===== src/sv/keyed_entry_table_assert.svh =====
// ------------------------------------------------------------------------
// keyed_entry_table_assert.svh
// assertion shorthands used by the keyed entry table top module
// ------------------------------------------------------------------------
`ifndef KEYED_ENTRY_TABLE_ASSERT_SVH
`define KEYED_ENTRY_TABLE_ASSERT_SVH

// same-cycle implication, sampled on clk, off while arst_n is low
`define KET_CHECK_NOW(name, ante, cons, msg) \
	name: assert property (@(posedge clk) disable iff (!arst_n) (ante) |-> (cons)) \
		else $error(msg);

// next-cycle implication, sampled on clk, off while arst_n is low
`define KET_CHECK_NEXT(name, ante, cons, msg) \
	name: assert property (@(posedge clk) disable iff (!arst_n) (ante) |=> (cons)) \
		else $error(msg);

`endif


===== src/sv/ket_pkg.sv =====
// ------------------------------------------------------------------------
// ket_pkg
// shared types and codes of the keyed entry table
// ------------------------------------------------------------------------
`timescale 1ns / 1ps
`default_nettype none

package ket_pkg;

	localparam int KEY_W = 24;
	localparam int SEG_W = 16;

	typedef logic [KEY_W-1:0] key_t;
	typedef logic [SEG_W-1:0] seg_t;
	typedef logic [2:0] req_t;
	typedef logic [1:0] stat_t;

	localparam req_t REQ_ADD    = 3'd0;
	localparam req_t REQ_DELETE = 3'd1;
	localparam req_t REQ_SET    = 3'd2;
	localparam req_t REQ_LOOKUP = 3'd3;
	localparam req_t REQ_READ   = 3'd4;

	localparam stat_t STAT_DONE = 2'd0;
	localparam stat_t STAT_DUP  = 2'd1;
	localparam stat_t STAT_FULL = 2'd2;
	localparam stat_t STAT_MISS = 2'd3;

	typedef enum logic [1:0] {
		S_IDLE,
		S_MATCH,
		S_EXEC
	} state_t;

	// per-cell control from the sequencer
	typedef struct packed {
		logic match_en;
		logic by_slot;
		logic live;
		logic is_slot;
		logic wr_new;
		logic wr_seg;
		logic shift;
	} cell_ctl_t;

endpackage

`default_nettype wire


===== src/sv/ket_cell.sv =====
// ------------------------------------------------------------------------
// ket_cell
// one table slot: holds key and segment, flags a match, loads from the
// next slot up when the table compacts
// ------------------------------------------------------------------------
`timescale 1ns / 1ps
`default_nettype none

module ket_cell (
	input  wire                     clk,
	input  wire                     arst_n,
	input  wire ket_pkg::cell_ctl_t ctl,
	input  wire ket_pkg::key_t      req_key,
	input  wire ket_pkg::seg_t      req_seg,
	input  wire ket_pkg::key_t      nb_key,
	input  wire ket_pkg::seg_t      nb_seg,
	output ket_pkg::key_t           entry_key,
	output ket_pkg::seg_t           entry_seg,
	output logic                    hit
);

	ket_pkg::key_t key_q;
	ket_pkg::seg_t seg_q;
	logic          hit_q;

	always_ff @(posedge clk) begin
		if (ctl.shift) begin
			key_q <= nb_key;
			seg_q <= nb_seg;
		end else if (ctl.wr_new) begin
			key_q <= req_key;
			seg_q <= req_seg;
		end else if (ctl.wr_seg) begin
			seg_q <= req_seg;
		end
	end

	// reads select by slot, the other requests by key
	always_ff @(posedge clk or negedge arst_n) begin
		if (!arst_n) begin
			hit_q <= 1'b0;
		end else if (ctl.match_en) begin
			hit_q <= ctl.live & (ctl.by_slot ? ctl.is_slot : (key_q == req_key));
		end
	end

	assign entry_key = key_q;
	assign entry_seg = seg_q;
	assign hit       = hit_q;

endmodule

`default_nettype wire


===== src/sv/keyed_entry_table.sv =====
// sequence: a request runs the match then update sequence over the cell row;
//   hits are registered in S_MATCH, the result is committed in S_EXEC, and a
//   new request is taken only in S_IDLE; a result waiting in the output
//   register holds the update step until it is taken
// reset: arst_n empties the table (live count zero); slot contents are
//   not cleared, no clearing pass
// ------------------------------------------------------------------------
// keyed_entry_table
// packed table of unique keys with segment numbers, compacted on delete
// ------------------------------------------------------------------------
`timescale 1ns / 1ps
`default_nettype none
`include "keyed_entry_table_assert.svh"

module keyed_entry_table #(
	parameter int DEPTH = 8
) (
	input  wire         clk,
	input  wire         arst_n,
	input  wire         s_tvalid,
	output logic        s_tready,
	input  wire  [47:0] s_tdata,  // key[23:0], segment_in[39:24], slot[42:40], zero pad
	input  wire  [2:0]  s_tuser,  // req_type[2:0]
	output logic        m_tvalid,
	input  wire         m_tready,
	output logic [47:0] m_tdata,  // found_index[2:0], key_out[26:3], segment_out[42:27],
	                              // entry_total[46:43], zero pad
	output logic [2:0]  m_tuser   // status[1:0], found[2]
);

	localparam int IW = $clog2(DEPTH);
	localparam int CW = $clog2(DEPTH + 1);
	localparam int XW = (IW > 3) ? IW : 3;
	localparam int TW = (CW > 4) ? CW : 4;
	localparam logic [CW-1:0] DEPTH_C = CW'(DEPTH);

	ket_pkg::state_t state_q, state_d;

	ket_pkg::req_t   req_type_q;
	ket_pkg::key_t   req_key_q;
	ket_pkg::seg_t   req_seg_q;
	logic [2:0]      req_slot_q;
	logic [CW-1:0]   count_q, count_d;

	ket_pkg::key_t      cell_key [DEPTH];
	ket_pkg::seg_t      cell_seg [DEPTH];
	logic [DEPTH-1:0]   hit_q;

	logic            commit;
	logic            any_hit;
	logic [IW-1:0]   pos;
	ket_pkg::key_t   rd_key;
	ket_pkg::seg_t   rd_seg;
	logic            full;

	// decoded result and per-cell write intent
	ket_pkg::stat_t  res_status;
	logic            res_found;
	logic [IW-1:0]   res_index;
	logic            res_rd;
	logic            do_new;
	logic            do_set;
	logic            do_shift;

	logic            out_valid_q;
	ket_pkg::stat_t  out_status_q;
	logic            out_found_q;
	logic [2:0]      out_index_q;
	ket_pkg::key_t   out_key_q;
	ket_pkg::seg_t   out_seg_q;
	logic [3:0]      out_total_q;

	logic [XW-1:0]   index_x;
	logic [TW-1:0]   total_x;

	assign s_tready = (state_q == ket_pkg::S_IDLE);
	assign commit   = (state_q == ket_pkg::S_EXEC) && (!out_valid_q || m_tready);

	// sequencer
	always_ff @(posedge clk or negedge arst_n) begin
		if (!arst_n) begin
			state_q <= ket_pkg::S_IDLE;
			count_q <= '0;
		end else begin
			state_q <= state_d;
			count_q <= count_d;
		end
	end

	always_comb begin
		state_d = state_q;
		count_d = count_q;
		case (state_q)
			ket_pkg::S_IDLE: begin
				if (s_tvalid) state_d = ket_pkg::S_MATCH;
			end
			ket_pkg::S_MATCH: begin
				state_d = ket_pkg::S_EXEC;
			end
			ket_pkg::S_EXEC: begin
				if (commit) begin
					state_d = ket_pkg::S_IDLE;
					if (do_new) count_d = count_q + CW'(1);
					else if (do_shift) count_d = count_q - CW'(1);
				end
			end
			default: begin
				state_d = ket_pkg::S_IDLE;
			end
		endcase
	end

	always_ff @(posedge clk) begin
		if (s_tvalid && s_tready) begin
			req_type_q <= s_tuser;
			req_key_q  <= s_tdata[23:0];
			req_seg_q  <= s_tdata[39:24];
			req_slot_q <= s_tdata[42:40];
		end
	end

	// match line reduction; at most one cell hits
	always_comb begin
		pos    = '0;
		rd_key = '0;
		rd_seg = '0;
		for (int i = 0; i < DEPTH; i++) begin
			pos    = pos | (hit_q[i] ? IW'(i) : '0);
			rd_key = rd_key | (hit_q[i] ? cell_key[i] : '0);
			rd_seg = rd_seg | (hit_q[i] ? cell_seg[i] : '0);
		end
	end

	assign any_hit = |hit_q;
	assign full    = (count_q >= DEPTH_C);

	always_comb begin
		res_status = ket_pkg::STAT_MISS;
		res_found  = 1'b0;
		res_index  = '0;
		res_rd     = 1'b0;
		do_new     = 1'b0;
		do_set     = 1'b0;
		do_shift   = 1'b0;
		case (req_type_q)
			ket_pkg::REQ_ADD: begin
				if (full) begin
					res_status = ket_pkg::STAT_FULL;
				end else if (any_hit) begin
					res_status = ket_pkg::STAT_DUP;
					res_found  = 1'b1;
					res_index  = pos;
				end else begin
					res_status = ket_pkg::STAT_DONE;
					res_found  = 1'b1;
					res_index  = count_q[IW-1:0];
					do_new     = 1'b1;
				end
			end
			ket_pkg::REQ_DELETE: begin
				if (any_hit) begin
					res_status = ket_pkg::STAT_DONE;
					res_found  = 1'b1;
					res_index  = pos;
					do_shift   = 1'b1;
				end
			end
			ket_pkg::REQ_SET: begin
				if (any_hit) begin
					res_status = ket_pkg::STAT_DONE;
					res_found  = 1'b1;
					res_index  = pos;
					do_set     = 1'b1;
				end
			end
			ket_pkg::REQ_LOOKUP: begin
				if (any_hit) begin
					res_status = ket_pkg::STAT_DONE;
					res_found  = 1'b1;
					res_index  = pos;
				end
			end
			ket_pkg::REQ_READ: begin
				if (any_hit) begin
					res_status = ket_pkg::STAT_DONE;
					res_found  = 1'b1;
					res_index  = pos;
					res_rd     = 1'b1;
				end
			end
			default: begin
				res_status = ket_pkg::STAT_MISS;
			end
		endcase
	end

	// cell row
	for (genvar i = 0; i < DEPTH; i++) begin : g_cell
		localparam logic [CW-1:0] CI  = CW'(i);
		localparam logic [CW-1:0] CI1 = CW'(i + 1);
		localparam logic [IW-1:0] PI  = IW'(i);
		localparam logic [XW-1:0] SI  = XW'(i);

		ket_pkg::key_t      nb_key;
		ket_pkg::seg_t      nb_seg;
		ket_pkg::cell_ctl_t ctl;

		if (i + 1 < DEPTH) begin : g_nb
			assign nb_key = cell_key[i+1];
			assign nb_seg = cell_seg[i+1];
		end else begin : g_top
			assign nb_key = '0;
			assign nb_seg = '0;
		end

		always_comb begin
			ctl.match_en = (state_q == ket_pkg::S_MATCH);
			ctl.by_slot  = (req_type_q == ket_pkg::REQ_READ);
			ctl.live     = (CI < count_q);
			ctl.is_slot  = (XW'(req_slot_q) == SI);
			ctl.wr_new   = commit && do_new && (CI == count_q);
			ctl.wr_seg   = commit && do_set && hit_q[i];
			ctl.shift    = commit && do_shift && (PI >= pos) && (CI1 < count_q);
		end

		ket_cell u_cell (
			.clk       (clk),
			.arst_n    (arst_n),
			.ctl       (ctl),
			.req_key   (req_key_q),
			.req_seg   (req_seg_q),
			.nb_key    (nb_key),
			.nb_seg    (nb_seg),
			.entry_key (cell_key[i]),
			.entry_seg (cell_seg[i]),
			.hit       (hit_q[i])
		);
	end

	// output register
	assign index_x = XW'(res_index);
	assign total_x = TW'(count_d);

	always_ff @(posedge clk or negedge arst_n) begin
		if (!arst_n) begin
			out_valid_q <= 1'b0;
		end else if (commit) begin
			out_valid_q <= 1'b1;
		end else if (m_tready) begin
			out_valid_q <= 1'b0;
		end
	end

	always_ff @(posedge clk) begin
		if (commit) begin
			out_status_q <= res_status;
			out_found_q  <= res_found;
			out_index_q  <= index_x[2:0];
			out_key_q    <= res_rd ? rd_key : '0;
			out_seg_q    <= res_rd ? rd_seg : '0;
			out_total_q  <= total_x[3:0];
		end
	end

	assign m_tvalid = out_valid_q;
	assign m_tdata  = {1'b0, out_total_q, out_seg_q, out_key_q, out_index_q};
	assign m_tuser  = {out_found_q, out_status_q};

	`KET_CHECK_NOW(a_count_bound, 1'b1, count_q <= DEPTH_C, "live count above depth")
	`KET_CHECK_NOW(a_single_hit, state_q == ket_pkg::S_EXEC, $onehot0(hit_q),
		"more than one cell matched")
	`KET_CHECK_NEXT(a_accept_to_match, s_tvalid && s_tready, state_q == ket_pkg::S_MATCH,
		"transfer did not start a match")
	`KET_CHECK_NOW(a_full_not_found, out_valid_q && out_status_q == ket_pkg::STAT_FULL,
		!out_found_q, "full result marked found")

endmodule

`default_nettype wire

===== config.mk =====
export PLATFORM = sky130hd
export DESIGN_NAME = keyed_entry_table
export DESIGN_NICKNAME = d
export VERILOG_FILES = /design/src/sv/ket_pkg.sv /design/src/sv/ket_cell.sv /design/src/sv/keyed_entry_table.sv
export VERILOG_INCLUDE_DIRS = /design/src /design/src/sv
export SDC_FILE = /design/constraint.sdc
export NUM_CORES = 1
export LEC_CHECK = 0
export BUFFER_PORTS_ARGS = -buffer_cell sky130_fd_sc_hd__buf_4
export CAP_MARGIN = 10
export CORE_UTILIZATION = 56
export CTS_CLUSTER_SIZE = 40
export DETAILED_ROUTE_END_ITERATION = 10
export PLACE_DENSITY = 0.83
export SLEW_MARGIN = 20
export SYNTH_ARGS = -nofsm -noshare
export SYNTH_HDL_FRONTEND = slang
export SYNTH_SLANG_ARGS = --single-unit

===== constraint.sdc =====
create_clock -name clk -period 8.28 [get_ports clk]
set_input_delay 2.07 -clock clk [delete_from_list [all_inputs] [get_ports clk]]
set_output_delay 2.07 -clock clk [all_outputs]
set_load 0.01 [all_outputs]

-- Yosys cells after proc, flatten, opt, wreduce, memory -nomap -nowiden
Index checks and enable logic that the tools add are counted.
- add/sub/neg operators: 2
- magnitude comparators: 18
- reductions and logical operators: 62
- bitwise logic cells: 28
- muxes and demuxes: 94
- equal/unequal tests: 30
- operators by type and width (cell ; number):
    $mux W24 ; 22
    $mux W16 ; 31
    $eq A24 B24 Y1 ; 8
    $or A24 B24 Y24 ; 7
    $or A16 B16 Y16 ; 7
    $logic_and A1 B1 Y1 ; 37
    $mux W3 ; 7
    $reduce_bool A3 Y1 ; 7
    $mux W1 ; 20
    $reduce_bool A2 Y1 ; 9
    $eq A3 B4 Y1 const A ; 4
    $lt A3 B4 Y1 const A ; 4
    $mux W4 ; 4
    $eq A3 B3 Y1 const B ; 5
    $eq A3 B2 Y1 const B ; 4
    $ge A3 B3 Y1 const A ; 4
    $mux W2 ; 6
    $or A3 B3 Y3 ; 3
    $and A1 B1 Y1 ; 8
    $eq A2 B4 Y1 const A ; 2
    $lt A1 B4 Y1 const A ; 2
    $lt A2 B4 Y1 const A ; 2
    $reduce_or A8 Y1 ; 1
    $eq A3 B1 Y1 const B ; 2
    other kinds (24) ; 28
- input port bits: 55
- register bits after elaboration: 431
- word-level logic and storage cells: 271

-- Logic depth before layout (Yosys ltp)
- depth in word-level cells: 11
- depth in mapped cells: 10
- depth with buffers taken out: 7

-- Modules after synthesis
Synthesis repeated with hierarchy kept, for this count alone.
- cells, all modules: 1471
- area total of the unflattened synthesis: 21795.9 µm²
- by module, submodules not included (module ; seq. area each (µm²) ; cells an instance ; area each (µm²) ; instances):
    ket_cell ; 1226.2 ; 125 ; 2024.4 ; 8
    keyed_entry_table ; 3057.9 ; 471 ; 5600.4 ; 1

-- Worst setup path after synthesis
OpenSTA, ideal clock, no wires.
- path kind: input to register
- from: input m_tready
- to: register g_cell[5].u_cell.seg_q[0] (enable)
- path buffers: 0
- library setup time: 0.369 ns
- stages on the path: 5
- path slack: -0.121 ns
- arrival: 8.032 ns
- path through: nor2b_1 -> nor2_1 -> nand3_1 -> o41ai_1 -> a21o_1
- word-level cells in the longest chain between the ends: 6
- elaborated cells on any way between the ends: 10
- RTL lines (item ; line ; text):
    start, declared ; keyed_entry_table.sv:25 ; input wire m_tready,
    $logic_or A1 B1 Y1 (*) ; keyed_entry_table.sv:77 ; assign commit = (state_q == ket_pkg::S_EXEC) && (!out_valid_q || m_tready);
    $logic_and A1 B1 Y1 (*) ; keyed_entry_table.sv:77 ;
    net commit ; keyed_entry_table.sv:49 ; logic commit;
    $logic_and A1 B1 Y1 (3 in a row) ; keyed_entry_table.sv:223 ; ctl.shift = commit && do_shift && (PI >= pos) && (CI1 < count_q);
    $reduce_bool A3 Y1 (no source line) (*) ; n/a ;
    end signal, assigned ; ket_cell.sv:29 ; seg_q <= nb_seg;
    end signal, assigned ; ket_cell.sv:32 ; seg_q <= req_seg;
    end signal, assigned ; ket_cell.sv:34 ; seg_q <= req_seg;
    end, declared ; ket_cell.sv:23 ; ket_pkg::seg_t seg_q;
Mark *: on every way through the listed nets, which the timed path passes. The rest lies on a longest branch.
A chain may end at the register's enable or synchronous reset.

-- Worst setup path after layout
- from: register g_cell[7].u_cell.hit_q
- to: register g_cell[3].u_cell.seg_q[9] (enable)
- word-level cells in the longest chain between the ends: 7
- elaborated cells on any way between the ends: 18
- RTL lines (item ; line ; text):
    start, declared ; ket_cell.sv:24 ; logic hit_q;
    start signal, assigned ; ket_cell.sv:43 ; hit_q <= ctl.live & (ctl.by_slot ? ctl.is_slot : (key_q == req_key));
    $reduce_or A8 Y1 ; keyed_entry_table.sv:134 ; assign any_hit = |hit_q;
    $mux W1, on equally long branches ; keyed_entry_table.sv:149, keyed_entry_table.sv:161, keyed_entry_table.sv:169 ;
    $mux W1, on equally long branches ; keyed_entry_table.sv:147, keyed_entry_table.sv:145 ;
    $mux W1 / $logic_and A1 B1 Y1 (equally long branches) ; keyed_entry_table.sv:145, keyed_entry_table.sv:223 ;
    $logic_and A1 B1 Y1, on equally long branches (2 in a row) ; keyed_entry_table.sv:221, keyed_entry_table.sv:223 ;
    $reduce_bool A3 Y1 (no source line) (*) ; n/a ;
    end signal, assigned ; ket_cell.sv:29 ;
    end signal, assigned ; ket_cell.sv:32 ;
    end signal, assigned ; ket_cell.sv:34 ;
    end, declared ; ket_cell.sv:23 ;
Mark *: on every way between the ends. The rest lies on a longest branch, timed or not.

==> summary.txt <==
Unique masters post-synth -> 58
grt ovf -> 0
gr usage total -> 0.334
sequential element share of the synthesized area -> 0.574
worst-path maximum fanout -> 42
Hold Path End -> g_cell[7].u_cell.entry_seg[15]
critical path endpoint category -> flop
DRC -> 0
simple logic cell fraction of the synthesized area -> 0.0804
Post-DP HPWL -> 38500 um
design area -> 24200 sq um
FP Rows -> 71
die footprint -> 39500 sq um
fin crit share -> 0.529
Detailed Route WL -> 65400 um
Sum Neg Setup Slack -> 0 ns
CTS tree -> yes
CTS Buffer Depth -> 3
CORE AREA -> 37900 sq um
setup repair bufs after CTS -> 0
first-pass GRT wire length -> 95800 um
clk_lat worst skew -> 0.58 ns
IO Pins -> 108
CTS H-tree depth -> 2
clock root buffer -> clkbuf_16
Post-DRT Antenna Nets -> 0
share of cells above drive strength 1 -> 0.268
WS Path Type -> flop to flop
ys flop type -> edfxtp_1
Worst path slowest cell -> a221o_1
Clock Skew -> 0.0238 ns
Worst Path Required -> 8.46 ns
RSZ-0062 raised after global routing -> no
post-synthesis mux area share -> 0.132
largest stage delay on the critical path -> 0.93 ns
slew margin rel. -> 0.252
post-route insts no fill -> 2258
adder-cell share of the synthesized area -> 0.00288
cell area after synthesis -> 21700 sq um
Avg Inst Size Synth -> 12.9 sq um
Ys Warns -> 0
Initial Utilization -> 0.572
CTS Buf Count -> 45
Ant. Diodes -> 0
Syn Inst Count -> 1686
Worst Hold Depth -> 2
Synth area leader -> edfxtp_1
initial antenna violation count -> 2
largest net degree at the start of global routing -> 52
Max Cap Violations -> 0
Synth area leaders -> edfxtp_1 (52%), mux2_2 (10%), xor2_1 (5.5%), dfxtp_1 (3.7%), nand2_1 (3.5%)
Async SR Flop Fraction -> 0.0348
placed cells -> 2173
most common library cells after synthesis -> edfxtp_1 (376), nand2_1 (202), mux2_2 (192)
Worst EP arrival -> 4.56 ns
largest family of logic cells by synthesized area -> multiplexers
Max IR drop VDD -> 0.142 mV
Synth-to-Final Area Change -> 11.7%
final hold vios -> 0
outcome -> finished, final reports clean
Sink Count -> 431
vias -> 15500
Vias/cell -> 6.87
#FFs+latches synth -> 431
Max Slew Vio Count -> 0
fin nets -> 1770
crit-path leading delay family -> simple AND/OR/NAND/NOR gates
pwr dens -> 226 nW/um^2
R2R Path End -> g_cell[3].u_cell.entry_seg[9]
fmax -> 228 MHz
CP Cell Sequence -> buf_4 -> or4_4 -> nor4_1 -> and3_2 -> buf_4 -> a221o_1
Worst-Margin Slew -> 1.12 ns
First DRT Iteration DRCs -> 2430
Final WS setup -> 3.90 ns
EDFF count, synth -> 376
LEAKAGE -> 8.31 nW
Yosys top cell area share -> 0.520
endpoints failing setup -> 0
register-to-register setup slack -> 3.90 ns
DR pass1 iterations -> 6
Synth Area in Compound Gates -> 0.0981
Critical Path Start Type -> flop
placed inst area -> 22700 sq um
Wirelength per Cell -> 29.0 um
Setup WS pre-CTS -> 3.24 ns
reg-to-reg startpoint -> g_cell[7].u_cell.hit
GPL Wtd Cong -> 0.997
Die H -> 199 um
hold wc startpoint -> g_cell[7].u_cell.entry_seg[15]
vias in the first global route -> 15000
cts repair resizes -> 0
Buf+Inv Stages, Crit Path -> 2
CP most frequent cell -> buf_4
synthesized net count -> 1746
XOR/XNOR share of the synthesized area -> 0.0787
crit path time final -> 4.38 ns
I/O Buffers -> 101
most common cell in the netlist -> edfxtp_1
path depth of the worst reg2reg path -> 6
CTS clk-pin slew, worst paths -> 0.07 ns
HP Class -> flop to flop
hold_buf cts -> 0
Die Width -> 199 um
sequential cells by signal (all words and copies together), names as in the netlist:
register / count
req_slot_q: 3
req_seg_q: 16
out_index_q: 3
g_cell.u_cell.hit: 8
m_tvalid: 1
out_found_q: 1
out_seg_q: 16
g_cell.u_cell.entry_seg: 128
out_key_q: 24
state_q: 2
req_key_q: 24
out_total_q: 4
count_q: 4
g_cell.u_cell.entry_key: 192
req_type_q: 3
out_status_q: 2
cell families after synthesis:
logic type / count (synthesis)
compound gates: 292
xor+xnor: 195
fa+ha+maj: 5
buf+inv: 157
flops: 431
mux: 241
other cells: 1
simple gates: 364
layout by cell type (no fill, tap or decap), drive strengths merged, types with 2 or more instances in the layout:
cell	instances
a211o	2
a211oi	2
a21o	8
a21oi	51
a221o	8
a221oi	41
a22o	40
a22oi	80
a31oi	40
a32oi	3
and2	3
and3	4
buf	128
bufinv	6
clkbuf	52
clkinv	20
clkinvlp	4
dfrtp	15
dfxtp	40
edfxtp	376
ha	5
inv	8
mux2	240
nand2	203
nand2b	4
nand3	38
nand4	22
nor2	17
nor2b	5
nor3	19
nor4	38
o21ai	11
o31ai	2
o32ai	2
or4	6
xnor2	58
xor2	137
cell type report:
type,count,area (sq um)
sequential,431,12500
inverter,6,22.5
tap,511,639
fill,2714,13700
timing repair buffer,128,965
clock buffer,52,1200
clock inverter,32,332
multi-input combinational,1098,8600
tightest hold or removal path, cell delays in order (launching register included):
cell and delay, ns:
dfxtp_1 0.32, nand3_1 0.06, a21oi_1 0.05
worst max-delay path by stage:
| stage | depth (start not counted) | from | to | slack, ns |
|---|---|---|---|---|
| global route | 6 | g_cell[7].u_cell.hit | g_cell[2].u_cell.entry_seg[9] | 3.72 |
| global placement | 6 | m_tready | g_cell[6].u_cell.entry_seg[4] | 3.27 |
| finish | 6 | g_cell[7].u_cell.hit | g_cell[3].u_cell.entry_seg[9] | 3.90 |
| detailed placement | 6 | m_tready | g_cell[6].u_cell.entry_seg[4] | 3.24 |
| CTS | 6 | m_tready | g_cell[6].u_cell.entry_seg[8] | 3.82 |
| floorplan | 5 | m_tready | g_cell[5].u_cell.entry_seg[0] | 0.98 |
metal layers:
metal	track usage	share of wire	vias to the layer above
met4	0.168	0.057	4
met5	0	0.00032	-
li1	-	-	6436
met1	0.447	0.36	7450
met3	0.104	0.15	281
met2	0.490	0.44	1337
report_power, final:
group	total, mW	switching [mW]	leakage (nW)	internal, mW
Combinational	0.660	0.364	3.62	0.296
Clock	2.13	0.893	0.757	1.24
Sequential	2.68	0.167	3.93	2.52
Total	5.47	1.42	8.31	4.05
through the flow:
| step | total power, mW | hold WS, ns | utilization |
|---|---|---|---|
| CTS | 5.45 | 0.481 | 0.639 |
| global placement | 3.34 | 0.460 | 0.598 |
| floorplan | 3.10 | 0.453 | - |
| detailed placement | 3.37 | 0.472 | 0.598 |
| finish | 5.47 | 0.480 | 0.639 |
| global route | 5.60 | 0.512 | 0.639 |
Power figures use the tool's default switching activity.
